<file path="src/rtl/keyword_command_line_parser_defines.svh">
// assertion macros shared by the keyword command line parser rtl
// depends on nothing; included by files that carry concurrent assertions
`ifndef KEYWORD_COMMAND_LINE_PARSER_DEFINES_SVH
`define KEYWORD_COMMAND_LINE_PARSER_DEFINES_SVH

// same-cycle implication, checked outside reset
`define KCLP_ASSERT_NOW(label, clk, rst_n, ante, cons) \
  label: assert property (@(posedge clk) disable iff (!rst_n) (ante) |-> (cons)) \
    else $error("kclp assertion failed");

// next-cycle implication, checked outside reset
`define KCLP_ASSERT_NEXT(label, clk, rst_n, ante, cons) \
  label: assert property (@(posedge clk) disable iff (!rst_n) (ante) |=> (cons)) \
    else $error("kclp assertion failed");

`endif

</file>
<file path="src/rtl/kclp_pkg.sv">
// types, character constants and keyword tables for the command line parser
// no dependencies; used by keyword_command_line_parser
package kclp_pkg;

  typedef enum logic [1:0] {
    PH_CMD = 2'd0,
    PH_TRG = 2'd1,
    PH_DET = 2'd2,
    PH_VAL = 2'd3
  } phase_e;

  typedef enum logic [1:0] {
    LP_IDLE = 2'd0,
    LP_ONE  = 2'd1,
    LP_TWO  = 2'd2
  } letter_pos_e;

  typedef enum logic [1:0] {
    NUM_NONE = 2'd0,
    NUM_DEC  = 2'd1,
    NUM_HEX  = 2'd2
  } num_mode_e;

  localparam logic STATUS_OK  = 1'b0;
  localparam logic STATUS_ERR = 1'b1;

  localparam logic [7:0] CH_NUL   = 8'h00;
  localparam logic [7:0] CH_LF    = 8'h0a;
  localparam logic [7:0] CH_CR    = 8'h0d;
  localparam logic [7:0] CH_SPACE = 8'h20;
  localparam logic [7:0] CH_COMMA = 8'h2c;
  localparam logic [7:0] CH_ZERO  = 8'h30;
  localparam logic [7:0] CH_NINE  = 8'h39;
  localparam logic [7:0] CH_UC_A  = 8'h41;
  localparam logic [7:0] CH_UC_F  = 8'h46;
  localparam logic [7:0] CH_UC_X  = 8'h58;
  localparam logic [7:0] CH_LC_A  = 8'h61;
  localparam logic [7:0] CH_LC_F  = 8'h66;
  localparam logic [7:0] CH_LC_X  = 8'h78;

  localparam logic [3:0] DEC_MAX_DIGITS = 4'd10;
  localparam logic [3:0] HEX_MAX_DIGITS = 4'd8;

  localparam logic HEX_ENABLE_RESET = 1'b1;

  localparam int NumCmdWords = 12;
  localparam int NumTrgWords = 11;
  localparam int NumDetWords = 21;

  localparam logic [23:0] CMD_WORDS [NumCmdWords] = '{
    "REG", "PIN", "SET", "SAV", "DEF", "INF",
    "VER", "HWI", "RST", "LDE", "STE", "%%%"
  };

  localparam logic [23:0] TRG_WORDS [NumTrgWords] = '{
    "LMK", "LMX", "DAC", "LED", "VCO", "GPS",
    "IOS", "STS", "ADF", "JTG", "PLD"
  };

  localparam logic [23:0] DET_WORDS [NumDetWords] = '{
    "ENB", "GOE", "SYN", "OSC", "OUT", "PRT", "MIN",
    "MAX", "KBT", "DIV", "AUT", "D12", "R00", "R01",
    "R02", "R03", "LCK", "RST", "RUN", "SDR", "SIR"
  };

  function automatic logic is_end_byte(input logic [7:0] b);
    return (b == CH_NUL) || (b == CH_CR) || (b == CH_LF);
  endfunction

  // parallel compare, lowest position wins; miss gives table size plus one
  function automatic logic [3:0] cmd_lookup(input logic [23:0] w);
    logic [3:0] code;
    code = 4'(NumCmdWords + 1);
    for (int k = NumCmdWords - 1; k >= 0; k--) begin
      if (CMD_WORDS[k] == w) code = 4'(k + 1);
    end
    return code;
  endfunction

  function automatic logic [3:0] trg_lookup(input logic [23:0] w);
    logic [3:0] code;
    code = 4'(NumTrgWords + 1);
    for (int k = NumTrgWords - 1; k >= 0; k--) begin
      if (TRG_WORDS[k] == w) code = 4'(k + 1);
    end
    return code;
  endfunction

  function automatic logic [4:0] det_lookup(input logic [23:0] w);
    logic [4:0] code;
    code = 5'(NumDetWords + 1);
    for (int k = NumDetWords - 1; k >= 0; k--) begin
      if (DET_WORDS[k] == w) code = 5'(k + 1);
    end
    return code;
  endfunction

endpackage

</file>
<file path="src/rtl/keyword_command_line_parser.sv">
// keyword command line parser: byte-wise parser for CMD,TARGET,DETAIL,VALUE lines
// depends on kclp_pkg and keyword_command_line_parser_defines.svh
//
// usage
//   input channel: one text byte per beat on rx_byte_i, in_valid_i / in_stall_o.
//   output channel: one result beat per command end (status, three word codes,
//   value), out_valid_o / out_stall_i. cfg channel: cfg_valid_i / cfg_ready_o
//   writes hex_enable; ready is always high, write only while the block is idle.
// timing
//   a byte is held in an input register until it is parsed by a single pass
//   of combinational logic (keyword compare, digit accumulate) into the state
//   and result registers. a terminating byte loads the result register when
//   it is parsed, which raises out_valid_o. one byte per cycle is taken for as
//   long as the output register is free or being emptied in the same cycle.
// stall
//   while the receiver stalls a pending result, the byte in the input register
//   is not parsed, whether or not it ends a command; in_stall_o is high until
//   the result is taken. with the input register empty one more byte is taken.
// reset
//   rst_ni clears all parser state, empties both registers and sets hex_enable.
`include "keyword_command_line_parser_defines.svh"

module keyword_command_line_parser (
  input  logic        clk_i,
  input  logic        rst_ni,
  // byte input
  input  logic        in_valid_i,
  output logic        in_stall_o,
  input  logic [7:0]  rx_byte_i,
  // result output
  output logic        out_valid_o,
  input  logic        out_stall_i,
  output logic        status_o,
  output logic [3:0]  cmd_code_o,
  output logic [3:0]  target_code_o,
  output logic [4:0]  detail_code_o,
  output logic [31:0] value_o,
  // configuration
  input  logic        cfg_valid_i,
  output logic        cfg_ready_o,
  input  logic        cfg_hex_enable_i
);

  // input register
  logic       in_vld_q;
  logic [7:0] in_byte_q;

  // configuration
  logic hex_en_q;

  // parser state
  kclp_pkg::phase_e      phase_q,   phase_d;
  kclp_pkg::letter_pos_e lpos_q,    lpos_d;
  kclp_pkg::num_mode_e   nmode_q,   nmode_d;
  logic [7:0]            first_q,   first_d;
  logic [7:0]            second_q,  second_d;
  logic                  early_q,   early_d;
  logic [3:0]            cmd_q,     cmd_d;
  logic [3:0]            trg_q,     trg_d;
  logic [4:0]            det_q,     det_d;
  logic [31:0]           acc_q,     acc_d;
  logic [3:0]            dcnt_q,    dcnt_d;

  // result register
  logic        out_vld_q;
  logic        res_status_q;
  logic [3:0]  res_cmd_q;
  logic [3:0]  res_trg_q;
  logic [4:0]  res_det_q;
  logic [31:0] res_val_q;

  logic        advance;   // byte in the input register is parsed this cycle
  logic        in_take;   // input beat accepted
  logic        emit;      // parsed byte ends a command
  logic        emit_status;
  logic [7:0]  b;
  logic        dec_ok;
  logic [3:0]  dec_val;
  logic        hex_ok;
  logic [3:0]  hex_val;
  logic [23:0] word;

  // a result may be written when the output register is empty or draining
  assign advance    = in_vld_q && (!out_vld_q || !out_stall_i);
  assign in_stall_o = in_vld_q && !advance;
  assign in_take    = in_valid_i && !in_stall_o;
  assign cfg_ready_o = 1'b1;

  assign b    = in_byte_q;
  assign word = {first_q, second_q, b};

  // digit decode
  always_comb begin
    dec_ok  = (b >= kclp_pkg::CH_ZERO) && (b <= kclp_pkg::CH_NINE);
    dec_val = 4'(b - kclp_pkg::CH_ZERO);
    hex_ok  = 1'b1;
    if (dec_ok) begin
      hex_val = dec_val;
    end else if ((b >= kclp_pkg::CH_LC_A) && (b <= kclp_pkg::CH_LC_F)) begin
      hex_val = 4'(b - kclp_pkg::CH_LC_A + 8'd10);
    end else if ((b >= kclp_pkg::CH_UC_A) && (b <= kclp_pkg::CH_UC_F)) begin
      hex_val = 4'(b - kclp_pkg::CH_UC_A + 8'd10);
    end else begin
      hex_ok  = 1'b0;
      hex_val = 4'd0;
    end
  end

  // single-pass parse of the held byte
  always_comb begin
    phase_d     = phase_q;
    lpos_d      = lpos_q;
    nmode_d     = nmode_q;
    first_d     = first_q;
    second_d    = second_q;
    early_d     = early_q;
    cmd_d       = cmd_q;
    trg_d       = trg_q;
    det_d       = det_q;
    acc_d       = acc_q;
    dcnt_d      = dcnt_q;
    emit        = 1'b0;
    emit_status = kclp_pkg::STATUS_OK;

    unique case (nmode_q)
      kclp_pkg::NUM_DEC: begin
        if ((dcnt_q < kclp_pkg::DEC_MAX_DIGITS) && dec_ok) begin
          // acc * 10 as two shifts
          acc_d  = {acc_q[28:0], 3'b000} + {acc_q[30:0], 1'b0} + {28'd0, dec_val};
          dcnt_d = dcnt_q + 4'd1;
        end else begin
          emit        = 1'b1;
          emit_status = kclp_pkg::is_end_byte(b) ? kclp_pkg::STATUS_OK
                                                 : kclp_pkg::STATUS_ERR;
        end
      end
      kclp_pkg::NUM_HEX: begin
        if ((dcnt_q < kclp_pkg::HEX_MAX_DIGITS) && hex_ok) begin
          acc_d  = {acc_q[27:0], hex_val};
          dcnt_d = dcnt_q + 4'd1;
        end else begin
          emit        = 1'b1;
          emit_status = kclp_pkg::is_end_byte(b) ? kclp_pkg::STATUS_OK
                                                 : kclp_pkg::STATUS_ERR;
        end
      end
      default: begin
        priority if (lpos_q == kclp_pkg::LP_ONE) begin
          second_d = b;
          early_d  = kclp_pkg::is_end_byte(b);
          lpos_d   = kclp_pkg::LP_TWO;
        end else if (lpos_q == kclp_pkg::LP_TWO) begin
          // third letter: word cut short by a terminator is an error
          if (early_q || kclp_pkg::is_end_byte(b)) begin
            emit        = 1'b1;
            emit_status = kclp_pkg::STATUS_ERR;
          end else begin
            unique case (phase_q)
              kclp_pkg::PH_CMD: cmd_d = kclp_pkg::cmd_lookup(word);
              kclp_pkg::PH_TRG: trg_d = kclp_pkg::trg_lookup(word);
              default:          det_d = kclp_pkg::det_lookup(word);
            endcase
            lpos_d = kclp_pkg::LP_IDLE;
          end
        end else if (b == kclp_pkg::CH_SPACE) begin
          // leading space skipped
        end else if (b == kclp_pkg::CH_COMMA) begin
          if (phase_q == kclp_pkg::PH_VAL) begin
            emit        = 1'b1;
            emit_status = kclp_pkg::STATUS_ERR;
          end else begin
            phase_d = kclp_pkg::phase_e'(phase_q + 2'd1);
          end
        end else if (kclp_pkg::is_end_byte(b)) begin
          emit        = 1'b1;
          emit_status = kclp_pkg::STATUS_OK;
        end else if (phase_q != kclp_pkg::PH_VAL) begin
          first_d = b;
          lpos_d  = kclp_pkg::LP_ONE;
        end else if (((b == kclp_pkg::CH_LC_X) || (b == kclp_pkg::CH_UC_X))
                     && hex_en_q) begin
          nmode_d = kclp_pkg::NUM_HEX;
          dcnt_d  = 4'd0;
          acc_d   = 32'd0;
        end else if (dec_ok) begin
          nmode_d = kclp_pkg::NUM_DEC;
          dcnt_d  = 4'd1;
          acc_d   = {28'd0, dec_val};
        end else begin
          emit        = 1'b1;
          emit_status = kclp_pkg::STATUS_ERR;
        end
      end
    endcase

    // every command end returns the parser to its start condition
    if (emit) begin
      phase_d  = kclp_pkg::PH_CMD;
      lpos_d   = kclp_pkg::LP_IDLE;
      nmode_d  = kclp_pkg::NUM_NONE;
      first_d  = 8'd0;
      second_d = 8'd0;
      early_d  = 1'b0;
      cmd_d    = 4'd0;
      trg_d    = 4'd0;
      det_d    = 5'd0;
      acc_d    = 32'd0;
      dcnt_d   = 4'd0;
    end
  end

  // input register
  always_ff @(posedge clk_i or negedge rst_ni) begin
    if (!rst_ni) begin
      in_vld_q <= 1'b0;
    end else if (in_take) begin
      in_vld_q <= 1'b1;
    end else if (advance) begin
      in_vld_q <= 1'b0;
    end
  end

  always_ff @(posedge clk_i) begin
    if (in_take) begin
      in_byte_q <= rx_byte_i;
    end
  end

  // configuration register
  always_ff @(posedge clk_i or negedge rst_ni) begin
    if (!rst_ni) begin
      hex_en_q <= kclp_pkg::HEX_ENABLE_RESET;
    end else if (cfg_valid_i && cfg_ready_o) begin
      hex_en_q <= cfg_hex_enable_i;
    end
  end

  // parser state
  always_ff @(posedge clk_i or negedge rst_ni) begin
    if (!rst_ni) begin
      phase_q  <= kclp_pkg::PH_CMD;
      lpos_q   <= kclp_pkg::LP_IDLE;
      nmode_q  <= kclp_pkg::NUM_NONE;
      first_q  <= 8'd0;
      second_q <= 8'd0;
      early_q  <= 1'b0;
      cmd_q    <= 4'd0;
      trg_q    <= 4'd0;
      det_q    <= 5'd0;
      acc_q    <= 32'd0;
      dcnt_q   <= 4'd0;
    end else if (advance) begin
      phase_q  <= phase_d;
      lpos_q   <= lpos_d;
      nmode_q  <= nmode_d;
      first_q  <= first_d;
      second_q <= second_d;
      early_q  <= early_d;
      cmd_q    <= cmd_d;
      trg_q    <= trg_d;
      det_q    <= det_d;
      acc_q    <= acc_d;
      dcnt_q   <= dcnt_d;
    end
  end

  // result register
  always_ff @(posedge clk_i or negedge rst_ni) begin
    if (!rst_ni) begin
      out_vld_q <= 1'b0;
    end else if (advance && emit) begin
      out_vld_q <= 1'b1;
    end else if (!out_stall_i) begin
      out_vld_q <= 1'b0;
    end
  end

  always_ff @(posedge clk_i) begin
    if (advance && emit) begin
      res_status_q <= emit_status;
      res_cmd_q    <= cmd_q;
      res_trg_q    <= trg_q;
      res_det_q    <= det_q;
      res_val_q    <= acc_q;
    end
  end

  assign out_valid_o   = out_vld_q;
  assign status_o      = res_status_q;
  assign cmd_code_o    = res_cmd_q;
  assign target_code_o = res_trg_q;
  assign detail_code_o = res_det_q;
  assign value_o       = res_val_q;

  // a number is only ever collected in the value field, never mid-word
  `KCLP_ASSERT_NOW(a_num_in_value, clk_i, rst_ni, nmode_q != kclp_pkg::NUM_NONE,
    (phase_q == kclp_pkg::PH_VAL) && (lpos_q == kclp_pkg::LP_IDLE))

  // letters are only held in a word field
  `KCLP_ASSERT_NOW(a_word_field, clk_i, rst_ni, lpos_q != kclp_pkg::LP_IDLE,
    phase_q != kclp_pkg::PH_VAL)

  // digit count bounded by the mode limit
  `KCLP_ASSERT_NOW(a_dcnt_bound, clk_i, rst_ni, 1'b1,
    ((nmode_q == kclp_pkg::NUM_HEX) && (dcnt_q <= kclp_pkg::HEX_MAX_DIGITS)) ||
    ((nmode_q != kclp_pkg::NUM_HEX) && (dcnt_q <= kclp_pkg::DEC_MAX_DIGITS)))

  // a command end loads a result and restarts the parser
  `KCLP_ASSERT_NEXT(a_emit_restart, clk_i, rst_ni, advance && emit,
    out_vld_q && (phase_q == kclp_pkg::PH_CMD) && (lpos_q == kclp_pkg::LP_IDLE) &&
    (nmode_q == kclp_pkg::NUM_NONE) && (acc_q == 32'd0))

endmodule
</file>
<file path="config.mk">
export PLATFORM = sky130hd
export DESIGN_NAME = keyword_command_line_parser
export DESIGN_NICKNAME = d
export VERILOG_FILES = /design/src/rtl/kclp_pkg.sv /design/src/rtl/keyword_command_line_parser.sv
export VERILOG_INCLUDE_DIRS = /design/src /design/src/rtl
export SDC_FILE = /design/constraint.sdc
export NUM_CORES = 1
export LEC_CHECK = 0
export BUFFER_PORTS_ARGS = -buffer_cell sky130_fd_sc_hd__buf_2
export CORE_ASPECT_RATIO = 0.5
export CORE_UTILIZATION = 44
export CTS_BUF_LIST = sky130_fd_sc_hd__clkbuf_8
export CTS_CLUSTER_SIZE = 30
export DETAILED_ROUTE_END_ITERATION = 12
export HOLD_SLACK_MARGIN = 0.15
export PLACE_DENSITY = 0.71
export SYNTH_ARGS = -nofsm -noshare
export SYNTH_HDL_FRONTEND = slang
export SYNTH_SLANG_ARGS = --single-unit
</file>
<file path="constraint.sdc">
create_clock -name clk_i -period 5.95 [get_ports clk_i]
set_clock_uncertainty 0.05 [all_clocks]
set_input_delay 1.19 -clock clk_i [delete_from_list [all_inputs] [get_ports clk_i]]
set_output_delay 1.19 -clock clk_i [all_outputs]
set_load 0.01 [all_outputs]
</file>
==> flow_summary.json <==
{
  "clk_latency_ns": 0.45,
  "cp.arrival_ns": 4.17,
  "numCtsBuffers": 17,
  "drt-met1-wl_mm": 10.88,
  "timing.rr.start": "b[1]",
  "fin_crit_ns": 4.112,
  "area_growth_pct": 11.15,
  "syn_nets": 977,
  "clk_pin_slew_ns": 0.07,
  "grt_pass1_wl_mm": 37.67,
  "cts_max_path_buffers": 2,
  "postLayoutCellArea_mm2": 0.009519,
  "r2r_slack_ns": 1.84,
  "hold_buffers": 0,
  "final_util_pct": 50.79,
  "layout_commonest_cell": "nand2_1",
  "hp-class": "flip-flop to flip-flop",
  "timing.slew.headroom_pct": 23.66,
  "required_ns": 6.01,
  "gp_congestion": 0.9212,
  "antenna_left": 0,
  "synth-main-ff-cell": "dfrtp_1",
  "nNetsFinal": 1033,
  "min_period_over_period_pct": 69.11,
  "r2r_end": "value_o[26]",
  "tightest_slew_ns": 1.145,
  "slowest_stage": "nor2_4",
  "synth_edf_count": 54,
  "htree_levels": 4,
  "cts_resized": 0,
  "yosysSeqAreaShare_pct": 40.86,
  "hold_viol": 0,
  "max-vdd-ir-drop_mv": 0.2024,
  "tns_ns": 0,
  "die_area_mm2": 0.02006,
  "cpPeakStageDelay_ns": 0.62,
  "final_cell_mix": "nand2_1 (96), dfrtp_1 (74), ha_1 (71), nor2_1 (65), buf_2 (60)",
  "drv_slew": 0,
  "grt_pass1_vias": 7146,
  "wire_per_inst_um": 19.03,
  "wl_mm": 23.18,
  "status": "completed",
  "synth_cells": 890,
  "die_x_um": 199.3,
  "cp_max_fo": 24,
  "grt_max_degree": 76,
  "whs_path_depth": 0,
  "drt-initial-drc-count": 625,
  "clock-sinks": 129,
  "synth.distinct_cells": 79,
  "cts.root.buffer_cell": "clkbuf_8",
  "critPathKind": "flip-flop to flip-flop",
  "io_buffer_count": 61,
  "fp.dieH_um": 100.7,
  "powerDensity_mw_per_mm2": 353.3,
  "drive_gt1_share_pct": 14.91,
  "first_pass_iters": 5,
  "vias": 7315,
  "start_util_pct": 45.69,
  "synth_area_mm2": 0.008564,
  "grt_use_total_pct": 24.27,
  "cts_tree": "built",
  "place_area_mm2": 0.009107,
  "crit_path_end_kind": "flip-flop",
  "routed_via_density": 6.006,
  "r2r_cells": 10,
  "wl_met3_mm": 1.151,
  "cts_setup_buffers": 0,
  "p_leak_nw": 4.050,
  "overflow": 0,
  "route.met2.wl_mm": 10.53,
  "crit_buf_inv": 2,
  "fmax_ghz": 0.2432,
  "cp_top_family": "simple AND/OR/NAND/NOR gates",
  "cp-start-kind": "flip-flop",
  "critPathLaunch": "b[1]",
  "dp_hpwl_mm": 16.81,
  "holdWs_ns": 0.4003,
  "syn_area_per_cell_um2": 9.623,
  "path_cells": "inv_1 -> ha_1 -> mux2_2 -> a22o_1 -> and2_1 -> o21bai_1 -> nor3_1 -> nor2_2 -> nor2_4 -> buf_4",
  "yosysWarningCount": 0,
  "antenna_found_initial": 0,
  "route.detailed.drc": 0,
  "async_flop_share_pct": 58.14,
  "diodes": 0,
  "cap_violations": 0,
  "min_to": "target_code_o[2]",
  "top_layer_used": "met4",
  "io_pins": 63,
  "rsz0062_at_grt": "no",
  "core-area_mm2": 0.01874,
  "hp-start": "trg_q[2]",
  "num_rows": 35,
  "ys_seq_elements": 129,
  "setup_viol": 0
}
## final cells by class
type                            instances  area [um2]
Fill cell                            1756        9224
Multi-Input combinational cell        706        4841
Sequential cell                       129        3500
Timing Repair Buffer                   66       345.3
Tap cell                              259       324.1
Clock buffer                           18       247.7
Clock inverter                         14       163.9
Inverter                               26       97.59
## through the flow
stage          cells  worst slack, ns  total power (W)
2_1_floorplan    890            1.202         0.002194
5_1_grt         1218            1.553         0.003576
3_5_place_dp    1186            1.884         0.002561
3_3_place_gp    1186            2.070         0.002532
4_1_cts         1218            1.879         0.003362
6_report        1218            1.838         0.003363
## cells by family (layout without fill, tap and decap cells)
kind of cell	count (synthesis)	in the layout	share of synthesized area, %
adder cells (fa/ha/maj)	73	73	10.84
XOR/XNOR	16	16	1.636
AO/OA/AOI/OAI	233	233	19.15
flip-flops	129	129	40.86
buffers and inverters	55	124	2.703
AND/OR/NAND/NOR	361	361	21.88
other	1	1	0.04379
multiplexers	22	22	2.878
## how the worst max path moves through the flow
stage               cells after the start  slack [ns]                to
floorplan                              10        1.20     cmd_code_o[0]
finish                                 10        1.84       value_o[26]
CTS                                    10        1.88       value_o[26]
detailed placement                     10        1.88     cmd_code_o[2]
global placement                       10        2.07     cmd_code_o[3]
global route                           10        1.55  target_code_o[3]
## registers in the layout, summed over array words and instances (netlist names)
register and flops:
target_code_o 4, cmd_q 4, detail_code_o 5, dcnt_q 4, early_q 1, phase_q 2
cmd_code_o 4, first_q 8, det_q 5, second_q 8, value_o 32, nmode_q 2
trg_q 4, out_valid_o 1, hex_en_q 1, acc_q 32, lpos_q 2, status_o 1
b 8, in_vld_q 1
## cell usage after synthesis (18+ instances only)
library cell	instances	area (um2)
ha_1	71	888.4
o31ai_1	26	195.2
nand3_1	30	150.1
nor2_1	66	247.7
a22oi_1	18	135.1
a21oi_1	31	155.2
inv_1	26	97.59
dfrtp_1	74	1852
nand2_1	96	360.4
edfxtp_1	54	1622
o21ai_0	55	275.3
nor3_1	23	115.1
mux2_2	21	236.5
## power breakdown
| part | total (W) | switching, W | internal [W] |
|---|---|---|---|
| Clock | 0.000805 | 0.000382 | 0.000423 |
| Sequential | 0.00133 | 0.000187 | 0.00115 |
| Combinational | 0.00123 | 0.000766 | 0.000459 |
| Total | 0.00336 | 0.00134 | 0.00203 |
## metal layers
layer	GRT usage, %	vias to the layer above
met1	33.33	3534
met3	3.413	55
met2	38.84	237
li1	-	3489
met5	0	-
met4	9.645	0
Note: power is estimated with default switching activity, not from simulation.
